## config.mk

```make
export PLATFORM = sky130hd
export DESIGN_NAME = psd_queue
export DESIGN_NICKNAME = d
export VERILOG_FILES = /design/src/psd_pkg.sv /design/src/psd_queue.sv
export SDC_FILE = /design/constraint.sdc
export NUM_CORES = 1
export LEC_CHECK = 0
export BUFFER_PORTS_ARGS = -buffer_cell sky130_fd_sc_hd__clkbuf_2
export CAP_MARGIN = 20
export CORE_ASPECT_RATIO = 0.7
export CORE_UTILIZATION = 59
export CTS_BUF_LIST = sky130_fd_sc_hd__clkbuf_4
export DETAILED_ROUTE_END_ITERATION = 8
export PLACE_DENSITY = 0.88
export SYNTH_ARGS = -nofsm -noshare
export SYNTH_HDL_FRONTEND = slang
export SYNTH_SLANG_ARGS = --single-unit
```

## constraint.sdc

```tcl
create_clock -name clk -period 24 [get_ports clk]
set_input_delay 1.2 -clock clk [delete_from_list [all_inputs] [get_ports clk]]
set_output_delay 1.2 -clock clk [all_outputs]
set_load 0.01 [all_outputs]
```

## src/psd_pkg.sv

```systemverilog
// ----------------------------------------------------------------------------
// psd_pkg
// Types, widths and codes shared by the point to segment distance block.
// ----------------------------------------------------------------------------
package psd_pkg;

    localparam int COORD_BITS = 24;
    localparam int DIFF_W     = COORD_BITS + 1;
    localparam int PROD_W     = 2 * DIFF_W;
    localparam int SQ_W       = (PROD_W + 1 > 64) ? 64 : PROD_W + 1;
    localparam int ROOT_W     = (SQ_W + 1) / 2;
    localparam int RAD_W      = 2 * ROOT_W;
    localparam int OUT_W      = 26;
    localparam int REG_IDX_W  = 2;

    typedef enum logic [REG_IDX_W-1:0] {
        REG_START_X = 2'd0,
        REG_START_Y = 2'd1,
        REG_END_X   = 2'd2,
        REG_END_Y   = 2'd3
    } reg_index_t;

    typedef enum logic [1:0] {
        REGION_BEFORE = 2'd0,
        REGION_WITHIN = 2'd1,
        REGION_BEYOND = 2'd2
    } region_t;

    typedef struct packed {
        logic signed [COORD_BITS-1:0] query_x;
        logic signed [COORD_BITS-1:0] query_y;
    } query_t;

    typedef struct packed {
        logic [OUT_W-1:0] dist_to_segment;
        logic [OUT_W-1:0] along_length;
        logic [1:0]       region;
        logic             degenerate;
    } result_t;

    typedef struct packed {
        logic [SQ_W-1:0] ab2;
        logic [SQ_W-1:0] ap2;
        logic [SQ_W-1:0] bp2;
        logic [SQ_W-1:0] dmag;
        logic            neg;
        logic            degen;
    } qentry_t;

    localparam logic [ROOT_W:0] OUT_MAX_R = (ROOT_W + 1)'((64'd1 << OUT_W) - 64'd1);

    function automatic logic [OUT_W-1:0] sat_out(input logic [ROOT_W-1:0] v);
        logic [OUT_W-1:0] r;
        if ({1'b0, v} > OUT_MAX_R)
            r = OUT_W'(OUT_MAX_R);
        else
            r = OUT_W'(v);
        return r;
    endfunction

endpackage

```

## src/psd_queue.sv

```systemverilog
// ----------------------------------------------------------------------------
// psd_queue
// Two-entry request queue between the front and the back.
// ----------------------------------------------------------------------------
module psd_queue (
    input  logic              clk,
    input  logic              rst_n,
    input  logic              push,
    input  psd_pkg::qentry_t  in_entry,
    output logic              full,
    output logic              out_valid,
    output psd_pkg::qentry_t  out_entry
);

    psd_pkg::qentry_t mem_reg [0:1];
    logic             wr_ptr_reg, rd_ptr_reg;
    logic [1:0]       count_reg;
    logic             pop;

    assign pop       = (count_reg != 2'd0);
    assign full      = (count_reg == 2'd2);
    assign out_valid = pop;
    assign out_entry = mem_reg[rd_ptr_reg];

    always_ff @(posedge clk)
    begin
        if (push)
            mem_reg[wr_ptr_reg] <= in_entry;
    end

    always_ff @(posedge clk or negedge rst_n)
    begin
        if (!rst_n)
        begin
            wr_ptr_reg <= 1'b0;
            rd_ptr_reg <= 1'b0;
            count_reg  <= 2'd0;
        end
        else
        begin
            if (push)
                wr_ptr_reg <= !wr_ptr_reg;
            if (pop)
                rd_ptr_reg <= !rd_ptr_reg;
            count_reg <= count_reg + 2'(push) - 2'(pop);
        end
    end

    a_no_overflow: assert property (@(posedge clk) disable iff (!rst_n)
        !(push && full))
        else $error("request pushed into a full queue");

endmodule

```

# Word level (Yosys, flattened, before mapping)
# Memories as Yosys holds them, arrays and structs flattened.
# Cells that the tools add are included.
# classes
muxes	2
addsub	2
eq_ne	1
reduce_logical	3
# ops
cell	count
$add A2 B1 Y2	1
$eq A2 B2 Y1 const B	1
$logic_not A1 Y1	2
$mux W1	2
$reduce_bool A2 Y1	1
$sub A2 B1 Y2	1
# totals
elab_cells	12
reg_bits	4
in_bits	209
ram_bits	412
memories	1
out_inout_bits	208
# memory_table
name	depth	word_bits	rd	rd_ports_with_merged_regs	wr	line	rtl
mem_reg	2	206	1	0	1	psd_queue.sv:15	psd_pkg::qentry_t mem_reg [0:1];

# Logic depth before layout (Yosys ltp)
# depth
depth_word	2
depth_mapped	4
ltp_nobuf	3

# Worst setup path after synthesis
# OpenSTA, ideal clock, no wires.
# synth_timing
path_kind	input to register
startpoint	in push
endpoint	mem mem_reg[0][0] in the netlist's numbering, enable pin
arrival_ns	10.080
required_ns	23.200
setup_slack_ns	13.120
n_path_buf	0
setup_time_ns	0.800
path_stages	1
path_cell_list	nor2b_1
# synth_via
elab_chain_len	2
# synth_lines
item	line	rtl
start: declaration	psd_queue.sv:8	input logic push,
$mux W1	psd_queue.sv:27	if (push)
$mux W1 (implied by the code)	psd_queue.sv:28	mem_reg[wr_ptr_reg] <= in_entry;
end: declaration	psd_queue.sv:15	
# No other way between the ends.

==> flow_summary.json <==
{
  "run_status": "finished, final reports clean",
  "hold_path_class": "in -> async",
  "h-tree-depth": 3,
  "design.die.area_um2": 27050,
  "maximum_clock_frequency_mhz": 196.6,
  "cellLeakagePower_uw": 0.007846,
  "first_global_vias": 8392,
  "final_cell_mix": "clkbuf_2 (416), edfxtp_1 (412), clkbuf_4 (155)",
  "per_cell_routed_wire_length_um": 20.78,
  "route.vias.total": 8210,
  "syn_area_um2": 15570,
  "worst_ep_required_ns": 22.80,
  "finalHoldViolations": 0,
  "crit_top_cell": "buf_4",
  "cts.sink_count": 416,
  "power.ir.vdd_worst_v": 0.00008625,
  "max-cap-violations": 0,
  "synth_sequential_area_ratio_pct": 80.11,
  "post_dp_cell_area_um2": 17960,
  "regToRegSetupSlack_ns": 20.88,
  "synth_top_cell_by_area": "edfxtp_1",
  "synthDominantCellAreaShare_pct": 79.47,
  "arrival_ns": 3.89,
  "setup_viol": 0,
  "horizontal_die_dimension_um": 196.2,
  "drt_drc_violations_left": 0,
  "final_period_minus_worst_setup_slack_ns": 5.086,
  "cts_setup_buffers": 0,
  "max-clock-path-buffers": 3,
  "largest_register_ffs": 412,
  "grt_start_max_net_pins": 77,
  "layout.cell_area.non_filler_um2": 19220,
  "postSynthCellCount": 655,
  "syn_to_final_growth_pct": 23.47,
  "final_worst_clock_skew_ns": 0.05566,
  "layout_worst_path_cycle_share_pct": 21.19,
  "worst_setup_path_start_kind": "register",
  "finalWeightedCongestion": 0.7826,
  "place_worst_setup_slack_ns": 19.70,
  "drt_iter0_drcs": 477,
  "timing.critical_path.fanout_max": 56,
  "number_of_warnings_issued_by_yosys": 0,
  "crit_type": "reg -> out",
  "netlist-cell-type-count": 13,
  "io-pin-count": 417,
  "slew_headroom_pct": 30.22,
  "drive_above_1_share_pct": 64.58,
  "grt_first_pass_wirelength_um": 46360,
  "global_route.overflow_total": 0,
  "ys_seq_elements": 416,
  "clock-root-buffer": "clkbuf_4",
  "number_of_antenna_violations_at_the_first_check_in_global_routing": 3,
  "tritoncts": "done",
  "critPathCaptureType": "output pin",
  "postLayoutSetupSlackWorst_ns": 18.91,
  "ys_top_cells_by_area": "edfxtp_1 (79%), mux2_4 (13%), mux2_2 (5.5%)",
  "slew_viols_final": 0,
  "avgSynthCellArea_um2": 23.77,
  "startpoint": "rd_ptr_reg$_DFFE_PN0P_",
  "grt_setup_unrepaired": "no",
  "area_of_the_core_um2": 25810,
  "grt_usage_pct": 23.67,
  "drt-pass1-iter-count": 5,
  "mostFrequentLayoutCell": "clkbuf_2",
  "ctsHoldBuffers": 0,
  "number_of_nets_in_the_synthesized_netlist": 865,
  "numCtsBuffers": 95,
  "setup_tns_ns": 0,
  "chipHeight_um": 137.9,
  "totalWireLength_um": 33010,
  "worstPathCellList": "buf_4, buf_4, mux2_4, clkbuf_2",
  "detailedPlacementHpwl_um": 22120,
  "utilization_pct": 74.47,
  "core.rowCount": 49,
  "drt.antenna.violating_nets": 0,
  "buffer_ports.inserted": 416,
  "drt-vias-per-instance": 5.170,
  "max_stage_delay_ns": 0.95,
  "ctsResizeCount": 0,
  "initial_core_util_pct": 60.32,
  "clkTransAtPathRegs_ns": 0.07,
  "power_per_cell_area_nw_per_um2": 118.0,
  "clk_latency_ns": 0.74,
  "worst_r2r_startpoint": "wr_ptr_reg$_DFFE_PN0P_",
  "final_net_count": 1363,
  "critical_path.slowest_cell": "dfrtp_4",
  "timing_worst_slew_pin_value_ns": 1.047
}
[worst paths after layout]
kind                       cells after the start                         to
setup / recovery                               4             out_entry[115]
hold / removal                                 1     wr_ptr_reg$_DFFE_PN0P_
setup reg to reg                               3  mem_reg[0][195]$_DFFE_PP_
hold reg to reg                                2     rd_ptr_reg$_DFFE_PN0P_
max in group asynchronous                      1     count_reg[1]$_DFF_PN0_
min in group clk                               2     rd_ptr_reg$_DFFE_PN0P_
[synthesized netlist by cell type]
cell and number:
dfrtp_1 4, nand2_1 1, buf_2 7, xnor2_1 1, mux2_4 130, buf_6 16, or2_2 1, mux2_2 76
xor2_1 2, edfxtp_1 412, ha_1 1, nor2b_1 3, and2_1 1
[through the flow]
stage | std cells | hold WS, ns | power (uW)
after floorplan | 655 | 0.4555 | 1523
after global placement | 1413 | 0.5288 | 1700
after detailed placement | 1413 | 0.5534 | 1722
after CTS | 1585 | 0.1857 | 2287
after global routing | 1587 | 0.2015 | 2363
final | 1588 | 0.2484 | 2269
[cell families after synthesis]
kind of cell,share of synthesized area (%)
AND/OR/NAND/NOR,0.2251
flip-flops,80.11
adder cells (fa/ha/maj),0.08035
XOR/XNOR,0.1688
buffers and inverters,1.382
multiplexers,18.03
[layer usage]
layer | wire length [um] | up-vias | GRT usage (%)
met5 | 0 | - | 0
met4 | 851 | 0 | 10.16
met3 | 3368 | 60 | 9.801
met2 | 16860 | 409 | 40.04
met1 | 11920 | 4049 | 26.81
li1 | - | 3692 | -
[report_power, final]
| part | switching, uW | total (uW) | internal, uW |
|---|---|---|---|
| Combinational | 357 | 688 | 331 |
| Sequential | 54.4 | 1020 | 964 |
| Clock | 261 | 563 | 302 |
[final cells by class]
| class | instances | area [um^2] |
|---|---|---|
| antenna | 3 | 7.507 |
| fill | 1444 | 6589 |
| tap | 357 | 446.7 |
| sequential | 416 | 12480 |
| multi-input combinational | 216 | 2892 |
| clock buffer | 155 | 1164 |
| timing repair buffer | 424 | 2142 |
| clock inverter | 17 | 95.09 |
[worst max-delay path: cells and delay by family (launching register included)]
| kind | cells | cell delay [ns] |
|---|---|---|
| buf+inv | 3 | 1.69 |
| flops | 1 | 0.95 |
| mux | 1 | 0.36 |
(Power assumes the default switching activity.)
